**config.mk**
```make
export PLATFORM = sky130hd
export DESIGN_NAME = aca_queue
export DESIGN_NICKNAME = d
export VERILOG_FILES = /design/src/aca_pkg.sv /design/src/aca_queue.sv
export SDC_FILE = /design/constraint.sdc
export NUM_CORES = 1
export LEC_CHECK = 0
export BUFFER_PORTS_ARGS = -buffer_cell sky130_fd_sc_hd__buf_2
export CAP_MARGIN = 20
export CORE_MARGIN = 1
export CORE_UTILIZATION = 35
export CTS_CLUSTER_DIAMETER = 50
export CTS_CLUSTER_SIZE = 12
export DETAILED_ROUTE_END_ITERATION = 12
export PLACE_DENSITY = 0.58
export SYNTH_ARGS = -nofsm -noshare
export SYNTH_HDL_FRONTEND = slang
export SYNTH_SLANG_ARGS = --single-unit
```
**constraint.sdc**
```tcl
create_clock -name clk_i -period 5 [get_ports clk_i]
set_input_delay 0.75 -clock clk_i [delete_from_list [all_inputs] [get_ports clk_i]]
set_output_delay 0.75 -clock clk_i [all_outputs]
set_load 0.005 [all_outputs]
```
**src/aca_pkg.sv**
```systemverilog
// Shared types and constants of the Aho-Corasick automaton.
package aca_pkg;

  localparam int unsigned DefNumStates    = 256;
  localparam int unsigned DefAlphabetSize = 26;
  localparam int unsigned QueueDepth      = 2;
  localparam logic [7:0]  LetterBase      = 8'd97;

  typedef enum logic {
    REQ_EDGE = 1'b0,
    REQ_STEP = 1'b1
  } req_e;

  // Decoded request as it travels from the front end to the engine.
  typedef struct packed {
    req_e       req;
    logic [7:0] node;
    logic       letter_ok;
    logic [7:0] letter;
    logic       last_edge;
    logic       end_of_input;
  } cmd_t;

endpackage

```
**src/aca_queue.sv**
```systemverilog
// Short command queue between the front end and the engine.
module aca_queue (
  input  logic          clk_i,
  input  logic          rst_ni,
  input  logic          push_valid_i,
  input  aca_pkg::cmd_t push_cmd_i,
  output logic          push_ready_o,
  output logic          pop_valid_o,
  output aca_pkg::cmd_t pop_cmd_o,
  input  logic          pop_i
);

  localparam int unsigned PW = $clog2(aca_pkg::QueueDepth);

  aca_pkg::cmd_t mem_q [aca_pkg::QueueDepth];
  logic [PW-1:0] wr_q, rd_q;
  logic [PW:0]   cnt_q;
  logic          do_push, do_pop;

  assign push_ready_o = cnt_q != (PW+1)'(aca_pkg::QueueDepth);
  assign pop_valid_o  = cnt_q != '0;
  assign pop_cmd_o    = mem_q[rd_q];
  assign do_push      = push_valid_i && push_ready_o;
  assign do_pop       = pop_i && pop_valid_o;

  always_ff @(posedge clk_i) begin
    if (do_push) mem_q[wr_q] <= push_cmd_i;
  end

  always_ff @(posedge clk_i or negedge rst_ni) begin
    if (!rst_ni) begin
      wr_q  <= '0;
      rd_q  <= '0;
      cnt_q <= '0;
    end else begin
      if (do_push) wr_q <= (wr_q == PW'(aca_pkg::QueueDepth - 1)) ? '0 : wr_q + 1'b1;
      if (do_pop)  rd_q <= (rd_q == PW'(aca_pkg::QueueDepth - 1)) ? '0 : rd_q + 1'b1;
      if (do_push && !do_pop)      cnt_q <= cnt_q + 1'b1;
      else if (do_pop && !do_push) cnt_q <= cnt_q - 1'b1;
    end
  end

endmodule

```
==> flow_summary_export.csv, run 1 <==
group,metric,value,unit
outcome,status,"finished clean",
placement,placed_cells,175,
flow_run,maxCapViolCount,0,
yosys,synth_fp_nets,105,
yosys,synth_compound_area_frac,0,
global_routing,grt_max_degree,22,
yosys,ys_types,14,
layout,stdcell_count,183,
power,p_per_area,538,mW/mm^2
yosys,synth_area_per_cell,20.8,sq um
drt,dr.pass1.iters,8,
setup_path,criticalPathCategory,"reg2out",
yosys,yosysMostFrequentCell,"edfxtp_1",
timing,finalSetupTns,0,ps
yosys,synth_top_family_by_area,"multiplexers",
layout,fin_nets,156,
yosys,synth.area.mux_share,0.135,
timing,setup_viol_count_final,0,
setup_path,critPathArrivalTime,1800,ps
timing,rsz0062_at_grt,"no",
clock_tree,clk_latency,290,ps
die,rows,24,
clock_tree,cts_buffers,5,
timing,slew_headroom,0.351,
drt,top_layer,"met4",
clock_tree,cts-root-buf,"clkbuf_8",
drt,vias_per_cell,4.72,
yosys,yosys.area_share.adder,0.00751,
yosys,yosysWarnings,0,
global_routing,grt_pass1_vias,923,
die,die_area,0.00504,sq mm
placement,portBuffers,45,
drt,routedWlPerCell,14.6,um
clock_tree,ctsResizeCount,0,
power,power,1.09,mW
die,die_x,71.0,um
setup_path,crit_fanout,21,
min_path,hp-class,"in2async",
yosys,synth.cells.most_frequent,"edfxtp_1 (40), mux2_2 (20), dfrtp_1 (4)",
setup_path,cp-start-kind,"flip-flop",
placement,dp.final_hpwl,1720,um
timing,hold-worst-slack,252,ps
yosys,synth_cells,80,
yosys,synth.largest_area_cell,"edfxtp_1",
layout,n_fill_cell,382,
timing,setup_slack,2450,ps
drt,wl_met1,1270,um
clock_tree,hold_buffers,0,
placement,placement.cell_area,0.00193,sq mm
die,core,0.00447,sq mm
setup_path,ff2ff_setup_slack,3230,ps
global_routing,grt_pass1_wl,4310,um
placement,pre_cts_ws,2740,ps
setup_path,r2r-end,"mem_q[1][18]$_DFFE_PP_",
yosys,async_flop_share,0.0909,
global_routing,grt_overflow,0,
timing,worst_pin_slew,973,ps
layout,final_util,0.452,
timing,fmax,393,MHz
timing,fin_skew,1.36,ps
timing,hold_viol_final,0,
layout,syn2layout_area_growth,21.4,%
drt,route.met3.wl,160,um
timing,fin_crit,2550,ps
yosys,synth_top_area_share,0.721,
clock_tree,cts_max_path_buffers,2,
layout,antenna_cells,0,
die,io_pins,46,
drt,vias,864,
setup_path,required,4250,ps
yosys,synth_ff_type,"edfxtp_1",
clock_tree,clk_pin_slew,70,ps
yosys,ys_ff_latch,44,
drt,wirelength,2670,um
timing,drv_slew,0,
drt,ant_nets,0,
yosys,synthXorXnorAreaFrac,0.0263,
drt,drtIter0Drc,41,
layout,drive_gt1_frac,0.573,
layout,fin_area,0.00202,sq mm
placement,place_congestion,0.643,
clock_tree,htreeDepth,2,
yosys,synthTopCellsByArea,"edfxtp_1 (72%), mux2_2 (14%), dfrtp_1 (6.0%)",
yosys,synth-seq-area-share,0.781,
global_routing,antenna_found_initial,0,
clock_tree,cts_tree,"done",
setup_path,critPathCapture,"pop_cmd_o[0]",
clock_tree,cts.sinks,44,
power,ir_drop,0.000320,V
timing,timing.final.crit_share,0.509,
setup_path,rr_worst_depth,2,
clock_tree,cts_setup_buffers,0,
drt,drc,0,
die,initial_core_util,0.372,
power,leakage,0.779,nW
drt,met2_length,1210,um
setup_path,r2r-start,"cnt_q[0]$_DFFE_PN0P_",
yosys,netlist_area,0.00167,sq mm
die,die_y,71.0,um
global_routing,track_usage,0.114,
setup_path,cp-end-kind,"output port",
yosys,synth_edf_count,40,
yosys,synthSimpleGateAreaFrac,0.0308,
setup_path,crit_path_start,"rd_q$_DFFE_PN0P_",
cells by family (layout without fill, tap and decap cells):
logic type | count (synthesis) | in the layout
flops | 44 | 44
mux | 20 | 20
simple gates | 7 | 7
xor+xnor | 5 | 5
buf+inv | 3 | 54
fa+ha+maj | 1 | 1
flip-flops by register name, indices dropped and copies added (netlist names):
name and cells:
cnt_q 2, mem_q 40, rd_q 1, wr_q 1
critical path: stages, from the launching register on:
cell and delay (ps):
dfrtp_1 950, mux2_2 430, buf_2 130
power by group:
| part | leakage, nW | switching, mW | internal [mW] |
|---|---|---|---|
| Sequential | 0.418 | 0.0636 | 0.507 |
| Combinational | 0.322 | 0.133 | 0.181 |
| Clock | 0.0391 | 0.111 | 0.0923 |
cells in the final DEF, fill, tap and decap left out, drive strengths merged:
cell type  count
ha             1
inv            1
nand2          2
nor2           2
buf           46
edfxtp        40
and3           1
xnor2          3
mux2          20
dfrtp          4
clkbuf         5
or2            1
nand2b         1
clkinv         2
xor2           2
how the worst min path moves through the flow:
stage | start | end | slack, ps
after CTS | rst_ni | wr_q$_DFFE_PN0P_ | 250
after global placement | wr_q$_DFFE_PN0P_ | wr_q$_DFFE_PN0P_ | 490
final | rst_ni | cnt_q[0]$_DFFE_PN0P_ | 250
after global routing | rst_ni | wr_q$_DFFE_PN0P_ | 250
after detailed placement | wr_q$_DFFE_PN0P_ | wr_q$_DFFE_PN0P_ | 510
after floorplan | rst_ni | cnt_q[0]$_DFFE_PN0P_ | 450
routing by layer:
metal / up-vias / GRT usage
met1: 417 / 0.145
met5: - / 0
li1: 404 / -
met2: 38 / 0.179
met4: 0 / 0.0467
met3: 5 / 0.0399
cell type report:
cell class | instances | area (sq um) | share of cell area
Inverter | 1 | 3.75 | 0.00186
Sequential cell | 44 | 1300 | 0.644
Tap cell | 52 | 65.1 | 0.0322
Timing Repair Buffer | 46 | 240 | 0.119
Clock buffer | 5 | 68.8 | 0.0340
Multi-Input combinational cell | 33 | 335 | 0.166
Clock inverter | 2 | 7.51 | 0.00371
Note: power is estimated with default switching activity, not from simulation.
==> run 2: changes to the inputs <==
--- a/config.mk
+++ b/config.mk
@@ -5,6 +5,7 @@
 export SDC_FILE = /design/constraint.sdc
 export NUM_CORES = 1
 export LEC_CHECK = 0
+export ABC_AREA = 1
 export BUFFER_PORTS_ARGS = -buffer_cell sky130_fd_sc_hd__buf_2
 export CAP_MARGIN = 20
 export CORE_MARGIN = 1
@@ -12,7 +13,7 @@
 export CTS_CLUSTER_DIAMETER = 50
 export CTS_CLUSTER_SIZE = 12
 export DETAILED_ROUTE_END_ITERATION = 12
-export PLACE_DENSITY = 0.58
+export PLACE_DENSITY = 0.6
 export SYNTH_ARGS = -nofsm -noshare
 export SYNTH_HDL_FRONTEND = slang
 export SYNTH_SLANG_ARGS = --single-unit
==> constraint.sdc (replaced) <==
create_clock -name clk_i -period 2.15 [get_ports clk_i]
set_input_delay 0.3225 -clock clk_i [delete_from_list [all_inputs] [get_ports clk_i]]
set_output_delay 0.3225 -clock clk_i [all_outputs]
set_load 0.005 [all_outputs]
==> run 2 against run 1 <==
Net effect: count of clock-buffer cells in the layout unchanged; final cell count up 39%; non-clock buffer count increased by 5; critical endpoint is now pop_cmd_o[7].
==> flow_summary_export.csv, run 2 <==
group,metric,value,unit
global_routing,track_usage,0.125,
placement,portBuffers,45,
die,io_pins,46,
drt,ant_nets,0,
layout,fin_nets,212,
yosys,synth-seq-area-share,0.760,
yosys,synth_cells,133,
layout,multi_input_area,349,sq um
setup_path,criticalPathCategory,"reg2out",
clock_tree,hold_buffers,1,
die,die_area,0.00518,sq mm
timing,rsz0062_at_grt,"no",
power,power,2.65,mW
layout,n_fill_cell,440,
placement,dp.final_hpwl,2030,um
yosys,yosysWarnings,0,
layout,fin_area,0.00212,sq mm
drt,drtIter0Drc,55,
layout,largest-register,"mem_q",
yosys,yosysMostFrequentCell,"nand2_1",
timing,setup_viol_count_final,0,
outcome,status,"finished clean",
min_path,hp-class,"in2reg",
die,die_y,72.0,um
placement,place_congestion,0.804,
power,swShare,0.336,
timing,timing.final.crit_share,0.810,
yosys,netlist_area,0.00171,sq mm
timing,worst_pin_slew,364,ps
clock_tree,htreeDepth,2,
global_routing,grt_overflow,0,
setup_path,required,1830,ps
global_routing,grt_pass1_wl,4680,um
yosys,async_flop_share,0.0909,
power,internal-power,1.76,mW
layout,final_cell_mix,"nand2_1 (66), buf_2 (45), edfxtp_1 (40)",
timing,fin_crit,1740,ps
clock_tree,cts-root-buf,"clkbuf_8",
drt,vias_per_cell,4.13,
setup_path,critPathArrivalTime,1420,ps
timing,hold-worst-slack,209,ps
layout,stdcell_count,255,
setup_path,cp-start-kind,"flip-flop",
yosys,synth_ff_type,"edfxtp_1",
placement,placed_cells,246,
placement,placement.cell_area,0.00202,sq mm
global_routing,grt_pass1_vias,1018,
yosys,synth_top_area_share,0.701,
timing,slew_headroom,0.757,
timing,setup_slack,409,ps
clock_tree,cts_tree,"done",
drt,dr.pass1.iters,4,
die,core,0.00472,sq mm
yosys,synth_edf_count,40,
setup_path,cp-end-kind,"output port",
timing,finalSetupTns,0,ps
die,die_x,72.0,um
drt,drc,0,
timing,fmax,575,MHz
clock_tree,cts_setup_buffers,0,
layout,syn2layout_area_growth,23.8,%
layout,drive_gt1_frac,0.356,
flow_run,maxCapViolCount,0,
yosys,synthTopCellsByArea,"edfxtp_1 (70%), nand2_1 (14%), dfrtp_1 (5.8%)",
global_routing,grt_max_degree,22,
global_routing,antenna_found_initial,0,
layout,antenna_cells,0,
power,p_switching,0.892,mW
layout,regArea,0.00130,sq mm
layout,final_util,0.449,
clock_tree,cts.sinks,44,
layout,largest_reg_flops,40,
die,initial_core_util,0.363,
clock_tree,ctsResizeCount,0,
timing,hold_viol_final,0,
clock_tree,cts_max_path_buffers,2,
layout,final_common_cell,"nand2_1",
drt,routedWlPerCell,11.2,um
power,p_seq_frac,0.476,
clock_tree,cts_buffers,5,
clock_tree,clk_latency,300,ps
drt,wirelength,2850,um
power,ir_drop,0.000540,V
yosys,synth_fp_nets,158,
yosys,synth.cells.most_frequent,"nand2_1 (66), edfxtp_1 (40), dfrtp_1 (4), inv_1 (4)",
power,comb_power_share,0.337,
yosys,ys_types,15,
drt,vias,1054,
power,leakage,0.936,nW
die,rows,25,
yosys,ys_ff_latch,44,
power,p_clk_frac,0.187,
layout,reg_top3,"mem_q (40), cnt_q (2)",
power,p_per_area,1250,mW/mm^2
placement,pre_cts_ws,707,ps
yosys,synth_area_per_cell,12.9,sq um
yosys,synth.largest_area_cell,"edfxtp_1",
clock_tree,clk_pin_slew,80,ps
timing,fin_skew,9.90,ps
setup_path,crit_fanout,21,
timing,drv_slew,0,
-- run 2: critical path, stage by stage (launching register included) --
cell and delay (ps):
dfrtp_1 500, inv_2 340, nand2_1 90, nand2_1 80, buf_2 110
-- run 2: routing by layer --
metal,share of wire,track usage
met1,0.49,0.159
met2,0.43,0.190
met3,0.063,0.0417
met4,0.022,0.0719
met5,0,0
-- run 2: logic make-up after synthesis --
group	share of synthesized area
simple gates	0.179
flops	0.760
buf+inv	0.0394
xor+xnor	0.0146
fa+ha+maj	0.00730
-- run 2: power by group through the flow --
stage               logic (mW)  registers [mW]  clock network (mW)
floorplan                0.590            1.26                   0
finish                   0.893            1.26               0.496
detailed placement       0.910            1.28                   0
CTS                      0.916            1.26               0.513
global route              1.02            1.28               0.547
global placement         0.904            1.28                   0
-- run 2: final cells by class --
cell class / instances / area share
Clock buffer: 5 / 0.0324
Sequential cell: 44 / 0.614
Multi-Input combinational cell: 78 / 0.165
Timing Repair Buffer: 51 / 0.129
Tap cell: 67 / 0.0395
Clock inverter: 3 / 0.00885
Inverter: 7 / 0.0124
-- run 2: path summary, 6_finish.rpt --
path                                          to  cells past startpoint                 start  slack, ps
hold reg to reg             cnt_q[0]$_DFFE_PN0P_                      1  cnt_q[0]$_DFFE_PN0P_        510
setup reg to reg           mem_q[1][5]$_DFFE_PP_                      5  cnt_q[0]$_DFFE_PN0P_        740
min in group asynchronous       wr_q$_DFFE_PN0P_                      2                rst_ni        350
hold / removal             mem_q[1][7]$_DFFE_PP_                      1         push_cmd_i[7]        210
max in group asynchronous       rd_q$_DFFE_PN0P_                      2                rst_ni       1680
setup / recovery                    pop_cmd_o[7]                      4      rd_q$_DFFE_PN0P_        410
