**src/aca_pkg.sv**
```systemverilog
// Shared types and constants of the Aho-Corasick automaton.
package aca_pkg;

  localparam int unsigned DefNumStates    = 256;
  localparam int unsigned DefAlphabetSize = 26;
  localparam int unsigned QueueDepth      = 2;
  localparam logic [7:0]  LetterBase      = 8'd97;

  typedef enum logic {
    REQ_EDGE = 1'b0,
    REQ_STEP = 1'b1
  } req_e;

  // Decoded request as it travels from the front end to the engine.
  typedef struct packed {
    req_e       req;
    logic [7:0] node;
    logic       letter_ok;
    logic [7:0] letter;
    logic       last_edge;
    logic       end_of_input;
  } cmd_t;

endpackage

```
**src/aca_if.sv**
```systemverilog
// Request and result channel interfaces of the Aho-Corasick automaton.
interface aca_in_if;
  logic       valid;
  logic       ready;
  logic       req_type;
  logic [7:0] node;
  logic [7:0] symbol;
  logic       last_edge;
  logic       end_of_input;

  modport source (output valid, req_type, node, symbol, last_edge, end_of_input,
                  input ready);
  modport sink   (input valid, req_type, node, symbol, last_edge, end_of_input,
                  output ready);
endinterface


```
**src/aca_front.sv**
```systemverilog
// Front end: accepts request beats and decodes the letter into a command.
module aca_front #(
  parameter int unsigned ALPHABET_SIZE = aca_pkg::DefAlphabetSize
) (
  input  logic          clk_i,
  input  logic          rst_ni,
  input  logic          enable_i,
  aca_in_if.sink        in_i,
  output logic          cmd_valid_o,
  output aca_pkg::cmd_t cmd_o,
  input  logic          cmd_ready_i
);

  logic          vld_q;
  aca_pkg::cmd_t cmd_q;
  logic [7:0]    diff;
  logic          ok;

  assign diff = in_i.symbol - aca_pkg::LetterBase;
  assign ok   = (in_i.symbol >= aca_pkg::LetterBase) &&
                ({1'b0, diff} < 9'(ALPHABET_SIZE));

  assign in_i.ready  = enable_i && (!vld_q || cmd_ready_i);
  assign cmd_valid_o = vld_q;
  assign cmd_o       = cmd_q;

  always_ff @(posedge clk_i or negedge rst_ni) begin
    if (!rst_ni) begin
      vld_q <= 1'b0;
      cmd_q <= '0;
    end else begin
      if (in_i.valid && in_i.ready) begin
        vld_q              <= 1'b1;
        cmd_q.req          <= aca_pkg::req_e'(in_i.req_type);
        cmd_q.node         <= in_i.node;
        cmd_q.letter_ok    <= ok;
        cmd_q.letter       <= diff;
        cmd_q.last_edge    <= in_i.last_edge;
        cmd_q.end_of_input <= in_i.end_of_input;
      end else if (cmd_ready_i) begin
        vld_q <= 1'b0;
      end
    end
  end

endmodule

```
**src/flat_wrapper.sv**
```systemverilog
// flat-port wrapper written by rule: the top's interface ports become plain ports
module aca_front_flat 
#(
  parameter int unsigned ALPHABET_SIZE = aca_pkg::DefAlphabetSize
)
  (clk_i, rst_ni, enable_i, cmd_valid_o, cmd_o, cmd_ready_i, in_i_valid, in_i_req_type, in_i_node, in_i_symbol, in_i_last_edge, in_i_end_of_input, in_i_ready);
  aca_in_if in_i_i ();
  input  logic clk_i;
  input  logic rst_ni;
  input  logic enable_i;
  output logic cmd_valid_o;
  output aca_pkg::cmd_t cmd_o;
  input  logic cmd_ready_i;
  input wire logic [$bits(in_i_i.valid)-1:0] in_i_valid;
  input wire logic [$bits(in_i_i.req_type)-1:0] in_i_req_type;
  input wire logic [$bits(in_i_i.node)-1:0] in_i_node;
  input wire logic [$bits(in_i_i.symbol)-1:0] in_i_symbol;
  input wire logic [$bits(in_i_i.last_edge)-1:0] in_i_last_edge;
  input wire logic [$bits(in_i_i.end_of_input)-1:0] in_i_end_of_input;
  output wire logic [$bits(in_i_i.ready)-1:0] in_i_ready;
  assign in_i_i.valid = in_i_valid;
  assign in_i_i.req_type = in_i_req_type;
  assign in_i_i.node = in_i_node;
  assign in_i_i.symbol = in_i_symbol;
  assign in_i_i.last_edge = in_i_last_edge;
  assign in_i_i.end_of_input = in_i_end_of_input;
  assign in_i_ready = in_i_i.ready;
  aca_front #(.ALPHABET_SIZE(ALPHABET_SIZE)) u_core (.clk_i(clk_i), .rst_ni(rst_ni), .enable_i(enable_i), .in_i(in_i_i), .cmd_valid_o(cmd_valid_o), .cmd_o(cmd_o), .cmd_ready_i(cmd_ready_i));
endmodule
```
**config.mk**
```make
export PLATFORM = sky130hd
export DESIGN_NAME = aca_front_flat
export DESIGN_NICKNAME = d
export VERILOG_FILES = /design/src/aca_pkg.sv /design/src/aca_if.sv /design/src/aca_front.sv /design/src/flat_wrapper.sv
export SDC_FILE = /design/constraint.sdc
export NUM_CORES = 1
export LEC_CHECK = 0
export ABC_CLOCK_PERIOD_IN_PS = 3400
export BUFFER_PORTS_ARGS = -buffer_cell sky130_fd_sc_hd__buf_2
export CORE_MARGIN = 10
export CORE_UTILIZATION = 49
export DETAILED_ROUTE_END_ITERATION = 10
export GPL_TIMING_DRIVEN = 0
export PLACE_DENSITY = 0.83
export SYNTH_ARGS = -nofsm -noshare
export SYNTH_HDL_FRONTEND = slang
export SYNTH_SLANG_ARGS = --single-unit
```
**constraint.sdc**
```tcl
create_clock -name clk_i -period 3.4 [get_ports clk_i]
set_input_delay 0.17 -clock clk_i [delete_from_list [all_inputs] [get_ports clk_i]]
set_output_delay 0.17 -clock clk_i [all_outputs]
set_load 0.02 [all_outputs]
```
==> impl_results.md, run 1 <==
* Post-route ant nets at 0
* Synth warn at 0
* # setup viols final at 0
* LEAKAGE at between 0.6 and 0.7 nW
* Fraction of synthesized cell area in xor and xnor cells at 5.20%
* Port bufs at 43
* GR Layer Usage met2 at 20.0%
* CP required at 3590 ps
* CTS buffer count at 3
* TritonCTS clock tree: built
* Synth Area in Compound Gates at between 10 and 15%
* Filler-free cell count of the finished design at between 150 and 200
* Reg2Reg Depth at 5
* RR Endpoint: u_core.cmd_o[11]
* Clk buf depth at 2
* Setup TNS at 0 ps
* Setup bufs post-CTS at 0
* Core Rows at 16
* Mean post-synth cell area at 11.6 µm²
* Setup ws final at roughly 1900 ps
* N_diodes at 0
* Pwr/cell area at 483 mW/mm²
* Status: finished clean
* Synth Cell Area at ~0.001 mm²
* Relative slew slack at 69.3%
* Seq/Total Area, Yosys at 52.0%
* Initial Utilization at approximately 50%
* Pre-CTS setup slack at approximately 1600 ps
* Final Util at approximately two thirds
* Worst slew pin tran at approximately 460 ps
* Hpwl dp at 1980 µm
* Layout area overhead at 28.2%
* WHS Endpoint: u_core.cmd_o[12]
* Dpl cell area at 0.00126 mm²
* Initial antenna violation count at 0
* FF+latch count, synth at 21
* Total Wirelength at 2340 µm
* Iter 0 DRT Violations at 21
* Design area at 0.00130 mm²
* Crit path time final at around 1500 ps
* Vias in the first global route at 839
* Largest net degree at the start of global routing at 22
* Vias/cell at 5.03
* First-pass GRT wire length at 3800 µm
* Crit end category: flip-flop
* Routed vias at 815
* CP arrival at around 1700 ps
* DR DRC count at 0
* Clock Tree Root: clkbuf_4
* GR peak layer: met2
* Clk sink count at 21
* Post-CTS Hold Fix Bufs at 1
* Worst Skew at roughly 4.1 ps
* Adder-cell share of the synthesized area at 2.48%
* H-tree levels at 1
* Clock transition at the registers of the reported paths at about 110 ps
* Clk_lat worst skew at a little under 300 ps
* Core area at 0.00196 mm²
* Fin nets at about 160
* Post-Syn Nets at 113
* Min-delay src: in_i_node[1]
* DIE WIDTH at 65.4 µm
* Most common cell after layout, fill and taps aside: buf_2
* Final worst path period share at around 44%
* Reg2Reg Launch Point: u_core.cmd_valid_o
* GRT Util Overall at 10.9%
* Crit path max fanout at 4
* Worst min path class: in2reg
* Worst vdd ir at approximately 0.22 mV
* Final Power at 0.626 mW
* Placed Cells incl. Taps at 157
* Setup crit start kind: input pin
* Multiplexer area fraction after synthesis at 13.2%
* Max frequency at ~0.67 GHz
* Worst hold margin at roughly 78 ps
* Die H at 65.4 µm
* Die area at 0.00428 mm²
* Grt total ovfl at 0
* Main combinational cell family by area after synthesis: multiplexers
* Synth area leaders: dfrtp_1 52%, mux2_1 7.8%, nand2_1 4.8%
* Routed WL per cell at 14.4 µm
* Simple-Gate Fraction of Synth Area at 12.4%
* Hold depth at 2
* Post-CTS sizing at 0
* RSZ-0062 raised after global routing: false
* Final GP Congestion at 0.727
* Fin. max-slew vios at 0
* Share of cells above drive strength 1 at 44.4%
* Ports at between 40 and 50
* Final Hold Fails at 0
* Area share of the largest cell type after synthesis at 52.0%
* Worst setup path category: in2reg
* FF-to-FF setup slack at slightly below 2000 ps
* Netlist cell types at 29
* Cells after Synth at 87
* Commonest cells after routing, fill and taps aside: 45 x buf_2, 21 x dfrtp_1, 13 x nand2_1
* Met3 Resource Use GR at approximately 5%
* Met1 Use GR at 10.2%
* Area leader, netlist: dfrtp_1
* Pre-Repair DR Iteration Count at 4
* Max Cap Violations at 0
area by class of cell:
class                   instances  area, µm²
plain buffers                   5       32.5
clock buffers                   4       26.3
fillers                       173        666
inverters                       2       7.51
multi-input cells              59        445
flip-flops and latches         21        526
well taps                      27       33.8
repair buffers                 44        225
power by group:
group          switching [mW]  internal, mW  leakage [nW]
clock                  0.0680        0.0457        0.0150
sequential             0.0198         0.293         0.254
combinational           0.123        0.0765         0.371
total                   0.211         0.415         0.641
worst max path at each step:
stage	from	endpoint	slack, ps
2_1_floorplan	in_i_symbol[0]	u_core.cmd_o[10]	1820
3_3_place_gp	in_i_symbol[0]	u_core.cmd_o[10]	1620
3_5_place_dp	in_i_symbol[0]	u_core.cmd_o[10]	1580
4_1_cts	in_i_symbol[0]	u_core.cmd_o[10]	1900
5_1_grt	in_i_symbol[0]	u_core.cmd_o[10]	1780
6_report	in_i_symbol[0]	u_core.cmd_o[10]	1900
Yosys cell counts:
library cell,count
clkbuf_1,1
or3b_1,1
dfrtp_1,21
inv_1,2
and2_1,1
buf_4,1
o21ai_1,1
mux2_2,4
xor2_1,3
a41oi_1,1
or2_4,1
xnor2_1,3
nand2b_2,1
nor4_1,1
o2111ai_1,2
a211oi_2,1
o31ai_2,2
mux2i_1,1
nor2_1,3
o21ai_0,7
buf_2,2
ha_1,2
mux2_1,7
nand3b_1,1
a21oi_1,1
nand2b_1,1
nor4_2,1
buf_6,1
nand2_1,13
layer usage:
layer | up-vias | part of all wire [%]
met4 | 0 | 0.68
li1 | 399 | -
met2 | 38 | 47
met3 | 2 | 12
met5 | - | 0
met1 | 376 | 41
worst max-delay path, cell delays in order:
cell	delay, ps
buf_2	110
inv_1	60
ha_1	330
or3b_1	400
a211oi_2	220
a41oi_1	70
o2111ai_1	240
o31ai_2	90
sequential cells by signal, indices dropped and copies added (netlist names):
register	flops
u_core.cmd_o	20
u_core.cmd_valid_o	1
cell families after synthesis:
logic type	count (synthesis)
simple gates	24
flops	21
compound gates	15
mux	12
buf+inv	7
xor+xnor	6
fa+ha+maj	2
Note: power is estimated with default switching activity, not from simulation.
==> run 2, diff against run 1 <==
--- a/config.mk
+++ b/config.mk
@@ -5,13 +5,13 @@
 export SDC_FILE = /design/constraint.sdc
 export NUM_CORES = 1
 export LEC_CHECK = 0
-export ABC_CLOCK_PERIOD_IN_PS = 3400
+export ABC_CLOCK_PERIOD_IN_PS = 1400
 export BUFFER_PORTS_ARGS = -buffer_cell sky130_fd_sc_hd__buf_2
 export CORE_MARGIN = 10
-export CORE_UTILIZATION = 49
+export CORE_UTILIZATION = 45
 export DETAILED_ROUTE_END_ITERATION = 10
 export GPL_TIMING_DRIVEN = 0
-export PLACE_DENSITY = 0.83
+export PLACE_DENSITY = 0.77
 export SYNTH_ARGS = -nofsm -noshare
 export SYNTH_HDL_FRONTEND = slang
 export SYNTH_SLANG_ARGS = --single-unit
==> constraint.sdc (replaced) <==
create_clock -name clk_i -period 1.4 [get_ports clk_i]
set_input_delay 0.07 -clock clk_i [delete_from_list [all_inputs] [get_ports clk_i]]
set_output_delay 0.07 -clock clk_i [all_outputs]
set_load 0.02 [all_outputs]
==> run 2 against run 1 <==
Power rose to 2.5 times the previous value. Sequential share of layout area down 3.8 points. Worst hold slack worse by 72 ps. Sequential power up 140%. Final area up 11%. Global-route usage up 1.2 points.
==> impl_results.md, run 2 (synthesis results as in run 1) <==
* Crit path time final at 1330 ps
* GRT Util Overall at between 10% and 20%
* Worst slew pin tran at 446 ps
* Max Cap Violations at 0
* Worst hold margin at 5.65 ps
* Clk sink count at 21
* Iter 0 DRT Violations at 34
* Clock Tree Root: clkbuf_4
* Post-route ant nets at 0
* Clk_lat worst skew at 300 ps
* Die area at 0.00454 mm²
* Max FFs per register at 20
* Pwr/cell area at about 1100 mW/mm²
* Core Rows at 17
* Final worst path period share at 95.3%
* Commonest cells after routing, fill and taps aside: 43 x buf_2, 20 x dfrtp_1, 12 x nand2_1, 12 x dlygate4sd3_1
* RSZ-0062 raised after global routing: true
* Initial antenna violation count at 0
* LEAKAGE at around 0.7 nW
* Total Wirelength at 2670 µm
* Final GP Congestion at ~0.77
* Core area at 0.00217 mm²
* Vias in the first global route at 892
* Hpwl dp at about 2000 µm
* Layout area overhead at 42.0%
* Final Hold Fails at 0
* Largest net degree at the start of global routing at 22
* Die H at 67.4 µm
* Sequential cell area at 527 µm²
* Port bufs at 43
* Clk buf depth at 2
* First-pass GRT wire length at 4230 µm
* Crit end category: flip-flop
* Worst min path class: in2reg
* Grt total ovfl at 0
* Area taken by multi-input logic gates at around 460 µm²
* Clock transition at the registers of the reported paths at 110 ps
* Worst Skew at 0.596 ps
* Vias/cell at 4.93
* Worst vdd ir at 0.523 mV
* Final Util at between 60 and 70%
* CP arrival at approximately 1500 ps
* # setup viols final at 0
* Routed vias at ~860
* Most common cell after layout, fill and taps aside: buf_2
* Setup crit start kind: flip-flop
* N_diodes at 0
* Max frequency at ~0.75 GHz
* Relative slew slack at between 70 and 80%
* DIE WIDTH at 67.4 µm
* Setup bufs post-CTS at 0
* H-tree levels at 1
* Ports at 46
* Pre-Repair DR Iteration Count at 6
* Setup TNS at 0 ps
* Routed WL per cell at 15.3 µm
* TritonCTS clock tree: built
* CTS buffer count at 3
* Share of cells above drive strength 1 at 45.2%
* DR DRC count at 0
* Worst setup path category: reg2reg
* Status: finished clean
* Fin. max-slew vios at 0
* Crit path max fanout at 10
* Fin nets at 173
* # fillers at about 180
* Initial Utilization at 46.6%
* CP required at 1590 ps
==> run 2: what timing repair did <==
item,4_1_cts,5_1_grt
endpoints found under the hold margin,32,0
gates resized for setup,0,2
endpoints found under the setup margin,0,10
hold buffers,12,0
==> run 2: per-layer routing <==
metal	track usage, %	up-vias	share of wire (%)
li1	-	422	-
met1	12.7	400	41
met2	22.0	34	49
met3	4.30	2	9.9
met4	4.62	0	0.53
met5	0	-	0
==> run 2: path summary, 6_finish.rpt <==
| path | from | end | slack, ps | cells past startpoint |
|---|---|---|---|---|
| worst min-delay path | in_i_symbol[0] | u_core.cmd_o[2] | 6 | 2 |
| max in group asynchronous | rst_ni | u_core.cmd_valid_o | 840 | 2 |
| worst min register to register | u_core.cmd_o[8] | u_core.cmd_o[8] | 490 | 2 |
| worst max register to register | u_core.cmd_valid_o | u_core.cmd_o[17] | 70 | 5 |
| min in group asynchronous | rst_ni | u_core.cmd_o[15] | 230 | 2 |
| worst max-delay path | u_core.cmd_valid_o | u_core.cmd_o[17] | 70 | 5 |
==> run 2: worst max-delay path, cell delays in order (launching register included) <==
cell	delay (ps)
dfrtp_2	380
nand2b_1	70
and2_2	200
nand2_2	90
buf_4	170
mux2_1	320
==> run 2: report_power, final <==
group,switching [mW],internal [mW]
Combinational,0.307,0.214
Sequential,0.0525,0.711
Clock,0.172,0.111
Total,0.532,1.04
==> run 2: stage by stage <==
stage	total power [mW]	worst slack, ps	instance area (µm²)	cells
CTS	1.58	46.6	1430	174
finish	1.57	65.1	1440	174
global placement	1.25	-156	1290	158
detailed placement	1.27	-201	1290	158
global route	1.67	-11.6	1440	174
floorplan	1.07	0.470	1040	87
==> run 2: final cells by class <==
type	count	area share, %
flip-flops and latches	21	36.7
multi-input cells	59	32.2
inverters	2	0.523
plain buffers	5	2.96
well taps	28	2.44
clock buffers	4	1.83
repair buffers	55	23.4
==> run 3, diff against run 2 <==
--- a/config.mk
+++ b/config.mk
@@ -5,13 +5,13 @@
 export SDC_FILE = /design/constraint.sdc
 export NUM_CORES = 1
 export LEC_CHECK = 0
-export ABC_CLOCK_PERIOD_IN_PS = 1400
+export ABC_CLOCK_PERIOD_IN_PS = 1600
 export BUFFER_PORTS_ARGS = -buffer_cell sky130_fd_sc_hd__buf_2
 export CORE_MARGIN = 10
-export CORE_UTILIZATION = 45
+export CORE_UTILIZATION = 49
 export DETAILED_ROUTE_END_ITERATION = 10
 export GPL_TIMING_DRIVEN = 0
-export PLACE_DENSITY = 0.77
+export PLACE_DENSITY = 0.83
 export SYNTH_ARGS = -nofsm -noshare
 export SYNTH_HDL_FRONTEND = slang
 export SYNTH_SLANG_ARGS = --single-unit
==> constraint.sdc (replaced) <==
create_clock -name clk_i -period 1.6 [get_ports clk_i]
set_input_delay 0.08 -clock clk_i [delete_from_list [all_inputs] [get_ports clk_i]]
set_output_delay 0.08 -clock clk_i [all_outputs]
set_load 0.02 [all_outputs]
==> run 3 against run 2 <==
Final area decreased by 3.4%. Combinational power decreased by 14%. Power decreased by 13%. Global-route usage decreased by 0.57 points. Wire length increased by 3.2%. Register-to-register slack improved by 60 ps. Clock power decreased by 14%. Sequential share of layout area increased by 1.2 points. Flip-flop and latch count unchanged. Core utilization increased by 4.5 points. Clock skew increased by 6.3 ps. Setup slack improved by 62 ps. Critical path type unchanged.
==> impl_results.md, run 3 (synthesis results as in run 1) <==
* Status: finished clean
* CP arrival at 1670 ps
* Final worst path period share at 92.1%
* Max frequency at 0.679 GHz
* FF-to-FF setup slack at ~130 ps
* Dpl cell area at 0.00126 mm²
* Setup bufs post-CTS at 0
* Final GP Congestion at approximately 0.73
* CTS buffer count at 3
* Crit end category: flip-flop
* Hold depth at 2
* Share of cells above drive strength 1 at a little over two fifths
* DIE WIDTH at 65.4 µm
* Clk buf depth at 2
* Grt total ovfl at 0
* Initial Utilization at about half
* Largest net degree at the start of global routing at 22
* GRT Util Overall at 11.6%
* Final Hold Fails at 0
* Max Cap Violations at 0
* Fin nets at 171
* Post-route ant nets at 0
* Most common cell after layout, fill and taps aside: buf_2
* Worst min path class: in2reg
* Worst setup path category: reg2reg
* Worst Skew at 6.93 ps
* Worst slew pin tran at 457 ps
* Layout area overhead at 37.1%
* Relative slew slack at 69.6%
* N_diodes at 0
* LEAKAGE at just under 0.7 nW
* Routed vias at 870
* Pre-Repair DR Iteration Count at 4
* Die area at 0.00428 mm²
* Crit path max fanout at 10
* Clk sink count at 21
* Worst vdd ir at between 0.4 and 0.5 mV
* Total Wirelength at about 2800 µm
* Filler-free cell count of the finished design at between 150 and 200
* Placed Cells incl. Taps at 157
* # setup viols final at 0
* Core area at between 0.0015 and 0.002 mm²
* Fin. max-slew vios at 0
* Iter 0 DRT Violations at 27
* Worst hold margin at 17.2 ps
* Routed WL per cell at approximately 16 µm
* Ports at 46
* Pwr/cell area at 981 mW/mm²
* RSZ-0062 raised after global routing: false
* Setup crit start kind: flip-flop
* First-pass GRT wire length at 4010 µm
* Hpwl dp at 1980 µm
* Clock Tree Root: clkbuf_4
* H-tree levels at 1
* Setup TNS at 0 ps
* DR DRC count at 0
* Commonest cells after routing, fill and taps aside: 45 x buf_2, 21 x dfrtp_1, 13 x nand2_1
* Clk_lat worst skew at 300 ps
* CP required at 1790 ps
* Reg2Reg Depth at 5
* Final Power at 1.36 mW
* TritonCTS clock tree: built
* Clock transition at the registers of the reported paths at 110 ps
* Max FFs per register at 20
* Vias/cell at 5.09
* Core Rows at 16
* Initial antenna violation count at 0
* Vias in the first global route at ~860
* Design area at about 0.0014 mm²
* Port bufs at 43
* Crit path time final at 1470 ps
* Die H at 65.4 µm
-- run 3: cell type report --
class                      instances  area (µm²)
multi-input combinational         59         445
sequential                        21         526
buffer                             5        32.5
tap                               27        33.8
fill                             154         576
timing repair buffer              53         315
clock buffer                       4        26.3
inverter                           2        7.51
-- run 3: power by group --
group | total (mW) | internal [mW] | switching [mW]
registers | 0.668 | 0.622 | 0.0456
logic | 0.449 | 0.177 | 0.272
clock network | 0.244 | 0.0971 | 0.147
total | 1.36 | 0.896 | 0.464
-- run 3: path summary, 6_finish.rpt --
path	end	from
hold / removal	u_core.cmd_o[19]	in_i_req_type
hold reg to reg	u_core.cmd_o[4]	u_core.cmd_o[4]
setup reg to reg	u_core.cmd_o[11]	u_core.cmd_valid_o
max in group asynchronous	u_core.cmd_o[3]	rst_ni
setup / recovery	u_core.cmd_o[11]	u_core.cmd_valid_o
min in group asynchronous	u_core.cmd_valid_o	rst_ni
-- run 3: per-stage QoR --
stage | utilization, % | worst slack [ps]
finish | 70.7 | 127
global route | 70.7 | 35.2
floorplan | - | 61.9
global placement | 64.2 | -86.0
CTS | 68.6 | 136
detailed placement | 64.2 | -127
-- run 3: metal layers --
metal / vias to the layer above / GRT usage (%) / part of all wire [%]
met5: - / 0 / 0
met4: 0 / 4.81 / 1.6
met3: 4 / 4.41 / 10
met2: 46 / 21.3 / 48
met1: 403 / 11.4 / 41
li1: 417 / - / -
-- run 3: worst max-delay path: stages (launching register included) --
cell and delay (ps):
dfrtp_1 360, nand2b_1 80, and2_1 180, nand2_1 110
buf_2 270, mux2_2 370
-- run 3: timing repair --
action                                 CTS  global route
hold buffers                             6             4
resized for setup                        0             0
endpoints found under the hold margin   26             4
